**src/sud_pkg.sv**
```systemverilog
// shared types and constants for the pipelined 32-bit signed/unsigned divider
// no dependencies
`timescale 1ns / 1ps

package sud_pkg;

    localparam int WORD_W  = 32;
    // one prep stage, one stage per quotient bit, one fix-up stage
    localparam int LATENCY = WORD_W + 2;

    typedef logic [WORD_W-1:0] word_t;

    typedef enum logic {
        CMD_UNSIGNED = 1'b0,
        CMD_SIGNED   = 1'b1
    } cmd_t;

    // payload carried from stage to stage next to its valid bit
    typedef struct packed {
        word_t rem;   // partial remainder
        word_t nq;    // dividend bits still to shift out, quotient bits shifted in
        word_t dvs;   // divisor magnitude
        logic  neg;   // quotient must be negated at the end
        logic  dz;    // divisor was zero
    } sud_pipe_t;

endpackage

```
**src/sud_fix.sv**
```systemverilog
// exit stage: applies the result sign and forces zero on a zero divisor
// depends on sud_pkg
`timescale 1ns / 1ps

module sud_fix (
    input  logic               clk,
    input  logic               rst_n,
    input  logic               in_valid,
    input  sud_pkg::sud_pipe_t in_data,
    output logic               done,
    output sud_pkg::word_t     quotient
);
    import sud_pkg::*;

    logic  done_reg;
    word_t quotient_reg;
    word_t quotient_next;

    always_comb
    begin
        if (in_data.dz)
        begin
            quotient_next = '0;
        end
        else if (in_data.neg)
        begin
            quotient_next = ~in_data.nq + 1'b1;
        end
        else
        begin
            quotient_next = in_data.nq;
        end
    end

    always_ff @(posedge clk or negedge rst_n)
    begin
        if (!rst_n)
        begin
            done_reg <= 1'b0;
        end
        else
        begin
            done_reg <= in_valid;
        end
    end

    always_ff @(posedge clk)
    begin
        quotient_reg <= quotient_next;
    end

    assign done     = done_reg;
    assign quotient = quotient_reg;

    a_zero_divisor_zero: assert property (@(posedge clk) disable iff (!rst_n)
        in_valid && in_data.dz |=> quotient_reg == '0)
        else $error("zero divisor gave a nonzero quotient");

endmodule

```
**config.mk**
```make
export PLATFORM = sky130hd
export DESIGN_NAME = sud_fix
export DESIGN_NICKNAME = d
export VERILOG_FILES = /design/src/sud_pkg.sv /design/src/sud_fix.sv
export SDC_FILE = /design/constraint.sdc
export NUM_CORES = 1
export LEC_CHECK = 0
export ABC_AREA = 1
export BUFFER_PORTS_ARGS = -buffer_cell sky130_fd_sc_hd__buf_4
export CORE_MARGIN = 2
export CORE_UTILIZATION = 31
export DETAILED_ROUTE_END_ITERATION = 10
export GPL_ROUTABILITY_DRIVEN = 0
export PLACE_DENSITY_LB_ADDON = 0.2
export SLEW_MARGIN = 10
export SYNTH_ARGS = -nofsm -noshare
export SYNTH_HDL_FRONTEND = slang
export SYNTH_SLANG_ARGS = --single-unit
```
**constraint.sdc**
```tcl
create_clock -name clk -period 0.8 [get_ports clk]
set_input_delay 0 -clock clk [delete_from_list [all_inputs] [get_ports clk]]
set_output_delay 0 -clock clk [all_outputs]
set_load 0.01 [all_outputs]
```
==> flow_summary_export.csv <==
group,metric,value,unit
yosys,synth_top_area_share,34.9,%
critical_path,path_cells,"buf_6",
clocking,htree_num_levels,2,
sta,min_period,778,ps
placement,port_buffers,69,
yosys,synthesis.area_per_instance,6.15,um^2
grt,grt_use_total,17.0,%
finish,fin_util,51.1,%
finish,diodes,0,
clocking,root_buffer,"clkbuf_8",
yosys,post-synth-top-count-cell,"nand2_1",
yosys,synth_flop_cell,"dfxtp_1",
finish,layout-drive-gt1-share,36.4,%
placement,dp_hpwl,4190,um
finish,stdcell_count,479,
grt,grt_pass1_wl,8530,um
critical_path,path_buf_inv,1,
yosys,yosysSeqAreaShare,36.2,%
clocking,cts_buffers,5,
sta,finalHoldViolCount,0,
route,routed_wirelength,5470,um
yosys,yosysTopAreaCell,"dfxtp_1",
grt,grt_pass1_vias,1864,
route,ant_nets,0,
placement,place_inst,457,
yosys,synth_edf_count,0,
finish,nets,505,
yosys,synth_nets,401,
route,first_iter_violations,129,
floorplanning,die-area,6560,um^2
yosys,synth.area.top_cells,"dfxtp_1, nand2_1, nor2_1, a21oi_1, nand3_1",
floorplanning,ios,134,
critical_path,cp-start-kind,"flip-flop",
yosys,ys_types,19,
floorplanning,die_h,81,um
status,status,"finished, final reports clean",
sta,fin_crit_sh,97.2,%
clocking,clk_path_buf_depth,2,
yosys,synthArstFlopShare,3.03,%
pwr,cellPowerDensity,1500,nW/um^2
sta,fmax,1.29,GHz
route,vias,2136,
route,viasPerCell,4.46,
sta,whs,15.0,ps
pwr,vdd_drop_max,0.649,mV
finish,largest_reg_flops,32,
critical_path,crit_type,"flip-flop to primary output",
sta,worst_pin_slew,299,ps
yosys,synth_cells,299,
floorplanning,core,5820,um^2
yosys,synth_commonest_cells,"nand2_1, nor2_1, dfxtp_1",
floorplanning,start_util,31.6,%
floorplanning,fp-row-count,28,
placement,place_ws,-289,ps
grt,grt_start_max_net_pins,40,
critical_path,required,800,ps
grt,antenna_found_initial,0,
route,drc,0,
clocking,clk_pin_slew,70,ps
critical_path,critPathArrivalTime,780,ps
critical_path,worst_path_dominant_cell_family,"flip-flops",
critical_path,slowest_delay,370,ps
sta,drv_slew,0,
sta,rsz0062_at_grt,"true",
route,routedWlPerCell,11.4,um
critical_path,slowest_stage,"dfrtp_1",
flow_run,timing.max_cap.violations,0,
critical_path,worst_setup_path_end_kind,"primary output",
yosys,syn-cell-area,1840,um^2
clocking,clock-sinks,33,
critical_path,cp_max_fo,1,
yosys,ys_ff_latch,33,
sta,slew_headroom,79.9,%
grt,grt-ovfl-total,0,
sta,fin_ws,22.4,ps
yosys,synth-warning-count,0,
pwr,power,4.45,mW
finish,syn_to_final_growth,61.7,%
clocking,cts_tree,"yes",
floorplanning,die_w,81,um
worst_hold_path,hp-class,"input pin to asynchronous set/reset pin",
pwr,power_leakage,1.44,nW
sta,setup_viol,0,
route,first_pass_iters,4,
## cell type report
type                    count  area (um^2)
clock inverters             3         46.3
inverters                  27          121
multi-input cells         233         1130
repair buffers            103          840
clock buffers               5         68.8
flip-flops and latches     33          667
fillers                   603         2840
well taps                  75         93.8
## layer usage
| metal | global-route usage (%) | share of wire [%] |
|---|---|---|
| met2 | 27.5 | 46 |
| met4 | 6.10 | 1.6 |
| met5 | 0 | 0 |
| met3 | 3.44 | 5.8 |
| met1 | 22.5 | 47 |
## cell families after synthesis
group	Yosys count	share of synthesized area, %
buf+inv	33	7.49
flops	33	36.2
compound gates	37	10.3
simple gates	195	45.3
fa+ha+maj	1	0.681
## stage by stage
step,cell area [um^2],TNS (ps)
6_report,2970,0
5_1_grt,2970,-157
4_1_cts,2880,0
3_5_place_dp,2650,-5740
3_3_place_gp,2650,-5600
2_1_floorplan,1900,0
## where the power goes
group          switching, mW  internal (mW)
logic                  0.529          0.530
clock network          0.665          0.932
registers             0.0320           1.76
## what timing repair did
item                                    CTS  global route
hold endpoints to repair                 13             0
resized for setup                         0            26
buffers inserted                          0             2
hold buffers                             12             0
endpoints found under the setup margin    0            14
## worst max path at each step
stage	from	end	slack, ps	cells past startpoint
detailed placement	in_data[35]	quotient[24]$_SDFF_PP0_	-290	10
finish	done$_DFF_PN0_	done	20	1
CTS	quotient[23]$_SDFF_PP0_	quotient[23]	1	1
floorplan	in_data[34]	quotient[24]$_SDFF_PP0_	0.8	9
global route	in_data[48]	quotient[19]$_SDFF_PP0_	-40	9
global placement	in_data[35]	quotient[24]$_SDFF_PP0_	-280	10
## cell usage in the layout (no fill, tap or decap), drive strengths merged
cell type	synthesis	layout
a21oi	26	26
and3	1	1
buf	6	91
bufinv	0	1
clkbuf	0	5
clkinv	2	3
clkinvlp	0	1
dfrtp	1	1
dfxtp	32	32
dlygate4sd3	0	12
ha	1	1
inv	25	25
nand2	86	86
nand3	22	22
nor2	81	81
nor3	5	5
o21a	2	2
o21ai	9	9
(Power assumes the default switching activity.)
