$ cat src/sud_pkg.sv
// shared types and constants for the pipelined 32-bit signed/unsigned divider
// no dependencies
`timescale 1ns / 1ps

package sud_pkg;

    localparam int WORD_W  = 32;
    // one prep stage, one stage per quotient bit, one fix-up stage
    localparam int LATENCY = WORD_W + 2;

    typedef logic [WORD_W-1:0] word_t;

    typedef enum logic {
        CMD_UNSIGNED = 1'b0,
        CMD_SIGNED   = 1'b1
    } cmd_t;

    // payload carried from stage to stage next to its valid bit
    typedef struct packed {
        word_t rem;   // partial remainder
        word_t nq;    // dividend bits still to shift out, quotient bits shifted in
        word_t dvs;   // divisor magnitude
        logic  neg;   // quotient must be negated at the end
        logic  dz;    // divisor was zero
    } sud_pipe_t;

endpackage

$ cat src/sud_stage.sv
// one restoring division step: produces one quotient bit per stage
// depends on sud_pkg
`timescale 1ns / 1ps

module sud_stage (
    input  logic               clk,
    input  logic               rst_n,
    input  logic               in_valid,
    input  sud_pkg::sud_pipe_t in_data,
    output logic               out_valid,
    output sud_pkg::sud_pipe_t out_data
);
    import sud_pkg::*;

    logic              valid_reg;
    sud_pipe_t         data_reg;
    sud_pipe_t         data_next;
    logic [WORD_W:0]   shifted;
    logic [WORD_W+1:0] diff;
    logic              fits;

    assign shifted = {in_data.rem, in_data.nq[WORD_W-1]};
    assign diff    = {1'b0, shifted} - {2'b00, in_data.dvs};
    assign fits    = !diff[WORD_W+1];

    always_comb
    begin
        data_next     = in_data;
        // remainder stays below the divisor, so the low word holds it
        data_next.rem = fits ? diff[WORD_W-1:0] : shifted[WORD_W-1:0];
        data_next.nq  = {in_data.nq[WORD_W-2:0], fits};
    end

    always_ff @(posedge clk or negedge rst_n)
    begin
        if (!rst_n)
        begin
            valid_reg <= 1'b0;
        end
        else
        begin
            valid_reg <= in_valid;
        end
    end

    always_ff @(posedge clk)
    begin
        data_reg <= data_next;
    end

    assign out_valid = valid_reg;
    assign out_data  = data_reg;

    a_rem_below_divisor: assert property (@(posedge clk) disable iff (!rst_n)
        in_valid && (in_data.dvs != '0) && (in_data.rem < in_data.dvs)
        |=> data_reg.rem < data_reg.dvs)
        else $error("partial remainder not below divisor");

endmodule

$ cat config.mk
export PLATFORM = sky130hd
export DESIGN_NAME = sud_stage
export DESIGN_NICKNAME = d
export VERILOG_FILES = /design/src/sud_pkg.sv /design/src/sud_stage.sv
export SDC_FILE = /design/constraint.sdc
export NUM_CORES = 1
export LEC_CHECK = 0
export ABC_AREA = 0
export BUFFER_PORTS_ARGS = -buffer_cell sky130_fd_sc_hd__buf_2
export CORE_UTILIZATION = 40
export CTS_CLUSTER_SIZE = 30
export DETAILED_ROUTE_END_ITERATION = 10
export PLACE_DENSITY = 0.69
export SETUP_SLACK_MARGIN = 0.15
export SYNTH_ARGS = -nofsm -noshare
export SYNTH_HDL_FRONTEND = slang
export SYNTH_SLANG_ARGS = --single-unit
$ cat constraint.sdc
create_clock -name clk -period 0.9 [get_ports clk]
set_clock_uncertainty 0.2 [all_clocks]
set_input_delay 0.27 -clock clk [delete_from_list [all_inputs] [get_ports clk]]
set_output_delay 0.27 -clock clk [all_outputs]
set_load 0.05 [all_outputs]
==> impl_metrics.yaml <==
logic_synthesis:
  async_reset_ff_share_pct: 1.01
  avgSynthCellArea_um2: 10.5
  synth_nets: 554
  yosysWarnings: 0
  ys.flop_type: "dfxtp_1"
  synth_cells: 420
  synth_edf_count: 0
  yosysSeqAreaShare_pct: 45.2
  ys_ff_latch: 99
  syn_area_um2: 4390
  netlist-cell-type-count: 54
status:
  status: "complete, but fails checks"
  violations: "hold timing, setup timing"
global_routing:
  overflow: 0
  first_global_vias: 4781
  grt_max_degree: 26
  antenna_found_initial: 3
  grt_util_all_layers_pct: 29.0
  grt_pass1_wl_mm: 25.1
setup_path:
  cpMaxStageDelayCell: "o41a_1"
  cp_slowest_stage_delay_ns: 0.45
  cp-start-kind: "input port"
  path_cells: "buf_2 > inv_1 > ha_1 > buf_4 > a211oi_1 > o211a_1 > o31ai_4 > o41a_1 > a41oi_2 > o21ai_1 > a21boi_2 > mux2_4"
  endpoint_kind: "register"
  worstPathArrival_ns: 2.80
  cp-startpoint: "in_data[8]"
  cp_max_fo: 3
  required_ns: 0.99
  path_class: "input port to register"
clocking:
  cts-hold-fix-buffers: 1
  root_buffer: "clkbuf_8"
  h-tree-depth: 3
  cts_sinks: 99
  cts_tree: "yes"
  clkSlewWorstSetupHoldPaths_ns: 0.12
  numCtsBuffers: 9
  clockBufferDepth: 2
pwr:
  ir_worst_vdd_mv: 1.51
  p_per_area_nw_per_um2: 1790
  power.total_w: 0.0153
  leakagePower_nw: 3.99
finish:
  drive_gt1_share_pct: 71.4
  layout.nets: 877
  syn_to_final_growth_pct: 94.1
  utilization_pct: 81.2
  final_cell_mix: "111 x buf_4, 93 x buf_8, 86 x buf_2"
  final_common_cell: "buf_4"
  finalNonFillerCells: 887
  fill_cells: 553
floorplanning:
  die_h_um: 107
  fp-row-count: 37
  io-pin-count: 200
  initial_core_util_pct: 41.8
  fp.dieArea_um2: 11400
  core_area_um2: 10500
  die_w_um: 107
drt:
  vias_per_cell: 5.23
  drt-initial-drc-count: 218
  route.detailed.drc: 0
  postRouteAntennaNets: 0
  wl_per_cell_um: 21.4
  dr_total_vias: 4641
  drt-total-wl_mm: 19.0
  drt_pre_antenna_iters: 4
min_path:
  min_path_cells: 1
  min-delay-start: "in_data[61]"
  hold_end: "out_data[62]"
  hold_class: "input port to register"
sta:
  relSlewSlack_pct: 70.0
  fin_crit_sh_pct: 301
  max_freq_ghz: 0.369
  hold_viol: 93
  setup_violations: 132
  holdWs_ns: -0.245
  rsz0062_at_grt: "true"
  worst_pin_slew_ns: 0.447
  fin_ws_ns: -1.81
  period_needed_ns: 2.71
  drv_slew: 0
placed_design:
  dp_slack_ns: -2.17
  routabilityCongestion: 0.840
  dp_hpwl_mm: 10.4
  place_inst: 846
  numPortBuffers: 199
job:
  cap_viol_max_count: 0
## per-stage QoR
step                hold WS (ns)  cell area (um^2)  setup TNS [ns]
finish                    -0.245              8530          -98.11
global route              -0.265              8530         -102.49
CTS                       -0.265              8130          -97.31
detailed placement        -0.150              6690          -78.95
global placement          -0.154              6690          -77.44
floorplan                 -0.226              4800          -64.75
## Yosys cell counts (all sizes together) (4+ instances only)
| master | number | area (um^2) |
|---|---|---|
| o21a | 6 | 45.0 |
| o21bai | 4 | 41.3 |
| ha | 32 | 400 |
| buf | 8 | 80.1 |
| a21o | 7 | 52.6 |
| o211ai | 4 | 30.0 |
| nand3 | 5 | 25.0 |
| nand2b | 4 | 25.0 |
| nand2 | 23 | 86.3 |
| a211oi | 5 | 37.5 |
| nor2 | 16 | 60.1 |
| dfxtp | 98 | 1960 |
| mux2i | 6 | 60.1 |
| nor3 | 6 | 30.0 |
| o31ai | 5 | 37.5 |
| nand4 | 6 | 37.5 |
| o21ai | 18 | 90.1 |
| mux2 | 27 | 398 |
| and3 | 6 | 37.5 |
| xor2 | 7 | 61.3 |
| inv | 41 | 154 |
| a21oi | 33 | 169 |
| a31oi | 4 | 40.0 |
| xnor2 | 17 | 149 |
## kinds of logic (layout without fill, tap and decap cells)
logic type / after synthesis / after routing / share of synthesized area [%]
AND/OR/NAND/NOR: 80 / 80 / 9.08
flip-flops: 99 / 99 / 45.2
AO/OA/AOI/OAI: 102 / 102 / 15.6
adder cells (fa/ha/maj): 33 / 33 / 9.57
multiplexers: 33 / 33 / 10.4
buffers and inverters: 49 / 377 / 5.32
XOR/XNOR: 24 / 24 / 4.78
other: 0 / 3 / 0
## worst max-delay path, delay by kind of cell
family	cells	cell delay (ns)
buf+inv	3	0.35
mux	1	0.25
fa+ha+maj	1	0.22
compound gates	7	1.71
## flip-flops by register name, summed over array words and instances, names as in the netlist
register	cells
out_data	98
out_valid	1
## worst max-delay path by stage
| stage | endpoint | slack (ns) | depth (start not counted) |
|---|---|---|---|
| floorplan | out_data[69] | -1.93 | 12 |
| global placement | out_data[94] | -2.11 | 13 |
| detailed placement | out_data[94] | -2.17 | 13 |
| CTS | out_data[94] | -1.65 | 13 |
| global route | out_data[94] | -1.85 | 13 |
| finish | out_data[94] | -1.81 | 12 |
## where the power goes
part	internal (W)	switching, W
combinational	0.00322	0.00361
clock	0.00140	0.00179
sequential	0.00488	0.000366
total	0.00950	0.00576
## repair_timing
| item | in CTS | in global routing |
|---|---|---|
| pin swaps | 7 | 16 |
| endpoints found under the hold margin | 95 | 95 |
| cloned | 0 | 2 |
| endpoints found under the setup margin | 132 | 132 |
| setup buffers | 5 | 14 |
| gates resized for setup | 359 | 54 |
## routing by layer
metal	vias up	wire length (um)	global-route usage (%)
met1	2189	6680	29.7
met3	70	1480	7.96
met5	-	0	0
met4	0	880	12.0
li1	2124	-	-
met2	258	9980	55.0
## layout make-up
type	instances	area, um^2	area share, %
Antenna cell	3	7.51	0.0880
Multi-Input combinational cell	272	2600	30.5
Timing Repair Buffer	320	3060	35.9
Inverter	41	176	2.07
Clock buffer	10	138	1.61
Clock inverter	6	71.3	0.836
Tap cell	136	170	2.00
Sequential cell	99	2310	27.0
(Power assumes the default switching activity.)
