## src/sud_pkg.sv

```systemverilog
// shared types and constants for the pipelined 32-bit signed/unsigned divider
// no dependencies
`timescale 1ns / 1ps

package sud_pkg;

    localparam int WORD_W  = 32;
    // one prep stage, one stage per quotient bit, one fix-up stage
    localparam int LATENCY = WORD_W + 2;

    typedef logic [WORD_W-1:0] word_t;

    typedef enum logic {
        CMD_UNSIGNED = 1'b0,
        CMD_SIGNED   = 1'b1
    } cmd_t;

    // payload carried from stage to stage next to its valid bit
    typedef struct packed {
        word_t rem;   // partial remainder
        word_t nq;    // dividend bits still to shift out, quotient bits shifted in
        word_t dvs;   // divisor magnitude
        logic  neg;   // quotient must be negated at the end
        logic  dz;    // divisor was zero
    } sud_pipe_t;

endpackage

```

## src/sud_prep.sv

```systemverilog
// entry stage: operand magnitudes, result sign and zero-divisor flag
// depends on sud_pkg
`timescale 1ns / 1ps

module sud_prep (
    input  logic              clk,
    input  logic              rst_n,
    input  logic              in_valid,
    input  logic              cmd,
    input  sud_pkg::word_t    dividend,
    input  sud_pkg::word_t    divisor,
    output logic              out_valid,
    output sud_pkg::sud_pipe_t out_data
);
    import sud_pkg::*;

    logic      valid_reg;
    sud_pipe_t data_reg;
    sud_pipe_t data_next;
    logic      is_signed;

    assign is_signed = (cmd == CMD_SIGNED);

    always_comb
    begin
        data_next.rem = '0;
        data_next.nq  = (is_signed && dividend[WORD_W-1]) ? (~dividend + 1'b1) : dividend;
        data_next.dvs = (is_signed && divisor[WORD_W-1]) ? (~divisor + 1'b1) : divisor;
        data_next.neg = is_signed && (dividend[WORD_W-1] ^ divisor[WORD_W-1]);
        data_next.dz  = (divisor == '0);
    end

    always_ff @(posedge clk or negedge rst_n)
    begin
        if (!rst_n)
        begin
            valid_reg <= 1'b0;
        end
        else
        begin
            valid_reg <= in_valid;
        end
    end

    always_ff @(posedge clk)
    begin
        data_reg <= data_next;
    end

    assign out_valid = valid_reg;
    assign out_data  = data_reg;

    a_unsigned_not_negated: assert property (@(posedge clk) disable iff (!rst_n)
        in_valid && (cmd == CMD_UNSIGNED) |=> !data_reg.neg)
        else $error("unsigned word marked for negation");

endmodule

```

## config.mk

```make
export PLATFORM = sky130hd
export DESIGN_NAME = sud_prep
export DESIGN_NICKNAME = d
export VERILOG_FILES = /design/src/sud_pkg.sv /design/src/sud_prep.sv
export SDC_FILE = /design/constraint.sdc
export NUM_CORES = 1
export LEC_CHECK = 0
export BUFFER_PORTS_ARGS = -buffer_cell sky130_fd_sc_hd__clkbuf_2
export CAP_MARGIN = 40
export CORE_MARGIN = 3
export CORE_UTILIZATION = 45
export CTS_BUF_LIST = sky130_fd_sc_hd__clkbuf_8
export CTS_CLUSTER_DIAMETER = 40
export CTS_CLUSTER_SIZE = 25
export DETAILED_ROUTE_END_ITERATION = 16
export PLACE_DENSITY_LB_ADDON = 0.15
export SLEW_MARGIN = 30
export SYNTH_ARGS = -nofsm -noshare
export SYNTH_HDL_FRONTEND = slang
export SYNTH_SLANG_ARGS = --single-unit
export TNS_END_PERCENT = 30
```

## constraint.sdc

```tcl
create_clock -name clk -period 0.8 [get_ports clk]
set_input_delay 0.24 -clock clk [delete_from_list [all_inputs] [get_ports clk]]
set_output_delay 0.24 -clock clk [all_outputs]
set_load 0.1 [all_outputs]
```

==> results of run 1 <==
## cell usage after synthesis, types with 2 or more instances
| cell | count | area (um^2) |
|---|---|---|
| o31ai_1 | 6 | 45.04 |
| nor4_1 | 7 | 43.79 |
| and2_1 | 4 | 25.02 |
| nor3_1 | 9 | 45.04 |
| xor2_1 | 36 | 315.3 |
| nand4_1 | 3 | 18.77 |
| o21ai_0 | 8 | 40.04 |
| or4_1 | 5 | 37.54 |
| ha_1 | 2 | 25.02 |
| or2_2 | 2 | 12.51 |
| or4_4 | 2 | 22.52 |
| clkbuf_1 | 5 | 18.77 |
| o41ai_1 | 2 | 17.52 |
| nor4b_1 | 2 | 17.52 |
| nand2_1 | 5 | 18.77 |
| a21oi_1 | 14 | 70.07 |
| a31oi_1 | 16 | 100.1 |
| buf_4 | 33 | 247.7 |
| or3_1 | 7 | 43.79 |
| a41oi_1 | 4 | 35.03 |
| buf_2 | 2 | 10.01 |
| nor4_4 | 2 | 42.54 |
| inv_1 | 10 | 37.54 |
| dfxtp_1 | 66 | 1321 |
| xnor2_1 | 23 | 201.4 |
| nor2_1 | 26 | 97.59 |
## what timing repair did
item                                   in CTS
hold buffers                                2
cloned                                      2
setup buffers                               5
endpoints found under the hold margin       2
resized for setup                         135
pin swaps                                  35
setup endpoints to repair                 124
## through the flow
step | worst slack (ns) | util (%) | hold slack [ns] | setup TNS (ns) | std cells
detailed placement | -1.059 | 86.03 | 0.01621 | -51.08 | 609
global placement | -0.9857 | 86.03 | 0.01516 | -48.24 | 609
floorplan | -0.8436 | - | -0.05559 | -60.39 | 349
CTS | -0.6779 | 96.67 | 0.03156 | -46.71 | 633
## logic make-up after synthesis
family	Yosys count
AOI/OAI and AO/OA	55
xor gates and xnor gates	59
adders and majority gates	2
buffers and inverters	51
DFF	67
other	1
and+or+nand+nor	83
==> flow_summary_export.csv, run 1 <==
group,metric,value,unit
place,dpl_cell_area,5588,um^2
floorplan,rows,29,
clock_network,clock_sinks,67,
logic_synthesis,synth-edff-count,0,
logic_synthesis,seq_area_frac_synth,43.55,%
logic_synthesis,synth_xor_area_share,16.71,%
logic_synthesis,synthAdderAreaFrac,0.8094,%
logic_synthesis,syn-cell-area,3092,um^2
clock_network,cts-root-buf,"clkbuf_8",
logic_synthesis,yosys_warnings,0,
clock_network,htree_levels,3,
run_status,status,"stopped before the end",
place,dp_hpwl,8094,um
logic_synthesis,ys_async_sr_fraction,1.493,%
logic_synthesis,yosys_most_used_dff,"dfxtp_1",
sta,worst_endpoint,"out_data[30]$_DFF_P_/D",
logic_synthesis,ys_seq_elements,67,
floorplan,fp.dieH,88.89,um
logic_synthesis,syn_inst,318,
floorplan,ios,167,
logic_synthesis,synth_top_family_by_area,"XOR/XNOR gates",
clock_network,numCtsBuffers,9,
logic_synthesis,synthMuxAreaShare,0,%
run_status,haltStage,"global routing",
place,port_buffers,134,
sta,worstEpCategory,"register input",
run_status,flow.first_error,"[ERROR DPL-0038] Utilization greater than 100%, impossible to legalize",
logic_synthesis,synth-compound-area-share,12.06,%
place,place_congestion,0.9167,
logic_synthesis,synth_cell_type_count,43,
clock_network,clock_path_buffers,2,
logic_synthesis,synth-simple-area-share,16.47,%
global_routing,grt_max_degree,26,
logic_synthesis,syn_avg_cell_area,9.722,um^2
floorplan,die_w,88.89,um
floorplan,start_util,47.60,%
==> run 2: changes to the inputs <==
Settings changed: CORE_UTILIZATION 45 to 30, CTS_BUF_LIST sky130_fd_sc_hd__clkbuf_8 to unset, CTS_CLUSTER_DIAMETER 40 to unset, CTS_CLUSTER_SIZE 25 to unset.
==> run 2 against run 1 <==
- the flow now finishes, with violations (negative setup slack)
- synthesized area did not move
- synthesized cell count did not move
==> flow_summary_export.csv, run 2 <==
group,metric,value,unit
sta,slew_violations,0,
power_and_ir_drop,p_leak,2.971,nW
logic_synthesis,ys_async_sr_fraction,1.493,%
logic_synthesis,synth_area_leader_cell,"dfxtp_1",
global_routing,grt_max_degree,26,
logic_synthesis,synth-simple-area-share,16.47,%
worst_setup_path,endpoint_kind,"register",
logic_synthesis,syn-cell-area,3092,um^2
drt,avgRoutedWirePerCell,14.40,um
logic_synthesis,synth_top_family_by_area,"XOR/XNOR gates",
finish,seqCellArea,1428,um^2
power_and_ir_drop,powerDensity,1965,nW/um^2
sta,rsz0062_at_grt,"true",
clock_network,cts-root-buf,"clkbuf_8",
sta,fin_ws,-0.6345,ns
clock_network,numCtsBuffers,9,
finish,largest_register_ffs,66,
drt,vias_per_cell,4.487,
global_routing,grt-ovfl-total,0,
finish,final_common_cell,"buf_4",
finish,drive_gt1_share,70.98,%
floorplan,ios,167,
sta,max_freq,0.6971,GHz
finish,multi_input_area,2130,um^2
floorplan,start_util,31.20,%
logic_synthesis,syn_inst,318,
drt,vias,3163,
drt,drt-initial-drc-count,54,
place,dpl_cell_area,5688,um^2
logic_synthesis,yosys-top-cells-area,"dfxtp_1 43%, xor2_1 10%, buf_4 8.0%",
logic_synthesis,ys_seq_elements,67,
logic_synthesis,yosys_most_used_dff,"dfxtp_1",
place,dp_hpwl,7336,um
finish,area_growth,118.6,%
sta,hold_violations,0,
worst_hold_path,min_from,"dividend[28]",
clock_network,clk_pin_slew,0.08,ns
worst_setup_path,critPathMaxFanout,6,
sta,fin_crit_sh,179.3,%
run_status,status,"complete, but fails checks",
logic_synthesis,syn_avg_cell_area,9.722,um^2
place,place_ws,-1.059,ns
floorplan,fp.dieArea,11560,um^2
finish,fillers,740,
worst_setup_path,startpoint,"divisor[1]",
logic_synthesis,synth_common_cells,"66 x dfxtp_1, 36 x xor2_1, 33 x buf_4, 26 x nor2_1, 23 x xnor2_1",
worst_setup_path,arrival,1.66,ns
run,maxCapViolations,0,
drt,drt.antenna.violating_nets,0,
logic_synthesis,synthMuxAreaShare,0,%
finish,fin_nets,637,
drt,drt_wl_total,10150,um
logic_synthesis,synth_xor_area_share,16.71,%
finish,diodes,0,
floorplan,rows,36,
place,place_congestion,0.7984,
clock_network,htree_levels,3,
worst_hold_path,hold_class,"input pin to register",
power_and_ir_drop,vdd_drop_max,1280,uV
sta,whs,0.09594,ns
place,port_buffers,134,
clock_network,cts_tree,"built",
worst_setup_path,startpoint_type,"input pin",
global_routing,grt_pass1_wl,15240,um
logic_synthesis,synthAdderAreaFrac,0.8094,%
logic_synthesis,seq_area_frac_synth,43.55,%
logic_synthesis,synth.most_common_cell,"dfxtp_1",
sta,report.final.setup_viol,124,
global_routing,grt_pass1_vias,3301,
drt,dr.pass1.iters,4,
logic_synthesis,synth-compound-area-share,12.06,%
floorplan,core-area,9910,um^2
logic_synthesis,synth_top_cell_area_share,42.74,%
global_routing,grt.total_usage,16.60,%
sta,fin_crit,1.435,ns
floorplan,fp.dieH,107.5,um
logic_synthesis,synth_cell_type_count,43,
finish,final_area,6759,um^2
logic_synthesis,synth-edff-count,0,
global_routing,antenna_found_initial,0,
run_status,violations,"negative setup slack",
worst_setup_path,path_class,"input pin to register",
finish,layout_common_cells,"88 x buf_4, 70 x buf_12, 65 x dfxtp_2",
clock_network,clock_sinks,67,
floorplan,die_w,107.5,um
drt,route.detailed.drc,0,
logic_synthesis,yosys_warnings,0,
worst_setup_path,required,1.02,ns
clock_network,clock_path_buffers,2,
-- run 2: cell counts after synthesis --
No cell type changed its count.
-- run 2: where the power goes --
part | total [W] | internal, W | switching (W) | leakage (nW)
logic | 0.00605 | 0.00208 | 0.00397 | 2.29
clock network | 0.00320 | 0.00184 | 0.00136 | 0.108
registers | 0.00403 | 0.00375 | 0.000280 | 0.570
total | 0.0133 | 0.00768 | 0.00560 | 2.97
-- run 2: kinds of logic (layout without fill, tap and decap cells) --
logic type | count (synthesis) | count (layout)
other | 1 | 32
adders and majority gates | 2 | 2
DFF | 67 | 67
xor gates and xnor gates | 59 | 59
buffers and inverters | 51 | 274
AOI/OAI and AO/OA | 55 | 55
and+or+nand+nor | 83 | 83
-- run 2: worst paths after layout --
kind	slack [ns]	to	cells after the start
min in group asynchronous	0.20	out_valid	2
max in group asynchronous	0.51	out_valid	2
hold / removal	0.1	out_data[62]	2
setup / recovery	-0.63	out_data[26]	9
-- run 2: timing repair --
item / in CTS / in global routing
buffers inserted: 8 / 9
resized for setup: 131 / 57
pin swaps: 32 / 29
endpoints found under the hold margin: 2 / 1
endpoints found under the setup margin: 122 / 127
hold buffers: 2 / 1
gates cloned: 1 / 1
-- run 2: layout make-up --
cell class / count / area share, %
Clock buffer: 10 / 2.036
Clock inverter: 6 / 1.314
Inverter: 10 / 0.9256
Multi-Input combinational cell: 231 / 31.51
Sequential cell: 67 / 21.12
Tap cell: 133 / 2.462
Timing Repair Buffer: 248 / 40.63
-- run 2: worst max-delay path, cell delays in order --
cell and delay (ns):
buf_8 0.10, inv_6 0.05, ha_4 0.12, or4b_4 0.48, nor3_4 0.17, buf_6 0.13
buf_8 0.14, a21oi_1 0.08, xor2_1 0.15
-- run 2: metrics by stage --
step | instances | setup TNS (ns) | util, % | total power, W
2_1_floorplan | 349 | -60.39 | - | 0.007586
3_3_place_gp | 669 | -49.51 | 57.40 | 0.009762
3_5_place_dp | 669 | -50.20 | 57.40 | 0.009804
4_1_cts | 696 | -45.19 | 64.84 | 0.01326
5_1_grt | 705 | -49.75 | 68.21 | 0.01372
6_report | 705 | -45.57 | 68.21 | 0.01328
-- run 2: per-layer routing --
metal | wire [um] | up-vias | track usage, % | part of all wire [%]
li1 | - | 1547 | - | -
met1 | 3670 | 1504 | 17.21 | 36
met2 | 5610 | 98 | 31.39 | 55
met3 | 719 | 14 | 5.039 | 7.1
met4 | 151 | 0 | 5.591 | 1.5
met5 | 0 | - | 0 | 0
Power figures use the tool's default switching activity.
==> run 3: changes to the inputs <==
Settings changed: CORE_ASPECT_RATIO set to 1.5.
==> run 3 against run 2 <==
- the run still ends with negative setup slack left
- flip-flop and latch count is the same
- via count about the same
- first-iteration DRC count fell by 22%
- critical path type unchanged
==> flow_summary_export.csv, run 3 (same netlist as run 2, synthesis figures left out) <==
group,metric,value,unit
global_routing,grt_max_degree,26,
finish,drive_gt1_share,71.91,%
place,dpl_cell_area,5663,um^2
clock_network,clk_pin_slew,0.05,ns
place,dp_hpwl,7500,um
power_and_ir_drop,p_leak,2.995,nW
floorplan,rows,44,
power_and_ir_drop,totalPowerFinal,0.01429,W
place,place_congestion,0.7576,
sta,slew_violations,0,
finish,layout_common_cells,"86 x buf_4, 70 x buf_12, 66 x dfxtp_2",
worst_hold_path,hold_class,"input pin to register",
drt,route.detailed.drc,0,
worst_setup_path,path_cells,"buf_8 > inv_4 > ha_4 > or4b_4 > nor3_4 > buf_6 > a41oi_2 > xor2_1",
place,port_buffers,134,
sta,hold_violations,0,
finish,fin_nets,631,
global_routing,antenna_found_initial,0,
global_routing,grt_pass1_vias,3335,
worst_setup_path,path_class,"input pin to register",
sta,tightest_slew,0.5154,ns
run_status,violations,"negative setup slack",
clock_network,clock_sinks,67,
finish,largest_register_ffs,66,
clock_network,clock_path_buffers,2,
floorplan,die_w,88.89,um
global_routing,grt.total_usage,17.90,%
worst_setup_path,crit_buf_inv,3,
worst_setup_path,startpoint_type,"input pin",
drt,drt_wl_total,10470,um
clock_network,cts-root-buf,"clkbuf_16",
finish,diodes,0,
worst_setup_path,required,1.01,ns
drt,drt.antenna.violating_nets,0,
power_and_ir_drop,vdd_drop_max,1403,uV
sta,fin_crit,1.495,ns
worst_setup_path,critical-path-top-delay-family,"simple AND/OR/NAND/NOR gates",
power_and_ir_drop,powerDensity,2097,nW/um^2
finish,fillers,704,
clock_network,numCtsBuffers,9,
worst_hold_path,whs_path_depth,1,
floorplan,ios,167,
sta,fin_ws,-0.6952,ns
worst_setup_path,crit_slowest_cell,"or4b_4",
sta,max_freq,0.6688,GHz
sta,rsz0062_at_grt,"true",
finish,final_util,69.17,%
clock_network,htree_levels,3,
worst_hold_path,min_delay_worst_endpoint,"out_valid",
worst_setup_path,critPathMaxStageDelay,0.48,ns
run,maxCapViolations,0,
run_status,status,"complete, but fails checks",
sta,report.final.setup_viol,123,
worst_setup_path,critPathMaxFanout,6,
drt,vias_per_cell,4.643,
finish,final_common_cell,"buf_4",
floorplan,core-area,9854,um^2
worst_hold_path,min_from,"in_valid",
sta,fin_crit_sh,186.9,%
floorplan,fp.dieArea,11590,um^2
global_routing,grt_pass1_wl,15730,um
drt,vias,3162,
sta,setup-tns-final,-45.70,ns
worst_setup_path,arrival,1.70,ns
finish,area_growth,120.5,%
worst_setup_path,endpoint_kind,"register",
finish,final_area,6817,um^2
drt,avgRoutedWirePerCell,15.38,um
clock_network,cts_tree,"built",
drt,dr.pass1.iters,4,
global_routing,grt-ovfl-total,0,
sta,maxSlewHeadroom,65.38,%
sta,whs,0.01733,ns
floorplan,fp.dieH,130.3,um
floorplan,start_util,31.37,%
drt,drt-initial-drc-count,42,
==> run 3: changes by cell type in the layout (fill, tap and decap cells not counted), moves of 3 or more <==
| cell | previous run | this run |
|---|---|---|
| clkbuf_16 | 1 | 11 |
| clkbuf_8 | 11 | 2 |
| clkbuf_1 | 0 | 4 |
| a21oi_1 | 6 | 3 |
| a21oi_2 | 6 | 9 |
==> run 3: what timing repair did <==
action | in CTS | in global routing
buffers inserted | 11 | 4
gates cloned | 2 | 0
endpoints found under the hold margin | 1 | 0
setup endpoints to repair | 123 | 126
pin swaps | 27 | 28
resized for setup | 153 | 40
hold buffers | 1 | 0
==> run 3: worst max-delay path by stage <==
| stage | start | end | slack, ns | cells past startpoint |
|---|---|---|---|---|
| after detailed placement | dividend[0] | out_data[64] | -1.14 | 7 |
| after global routing | divisor[1] | out_data[30] | -0.74 | 8 |
| final | divisor[1] | out_data[30] | -0.70 | 8 |
| after CTS | divisor[15] | out_data[24] | -0.64 | 6 |
| after global placement | dividend[0] | out_data[64] | -1.16 | 7 |
| after floorplan | divisor[8] | out_data[21] | -0.84 | 5 |
==> run 3: per-stage QoR <==
stage                     cells  setup WS, ns
after global placement      649        -1.161
after global routing        681       -0.7372
after CTS                   679       -0.6421
after detailed placement    649        -1.135
final                       681       -0.6952
after floorplan             349       -0.8436
==> run 3: area by class of cell <==
class,count,area [um^2],area share (%)
clock buffer,14,254.0,3.726
clock inverter,2,60.06,0.8811
inverter,10,60.06,0.8811
multi-input combinational,231,2171,31.85
sequential,67,1429,20.96
tap,115,143.9,2.111
timing repair buffer,242,2699,39.59
==> run 3: power breakdown <==
part           switching (W)  internal [W]
registers           0.000274       0.00376
clock network        0.00137       0.00282
logic                0.00399       0.00208
==> run 3: metal layers <==
metal	part of all wire, %	up-vias	track usage (%)
met5	0	-	0
met1	33	1493	16.58
li1	-	1544	-
met4	1.6	0	7.740
met3	6.4	14	5.243
met2	59	111	34.86
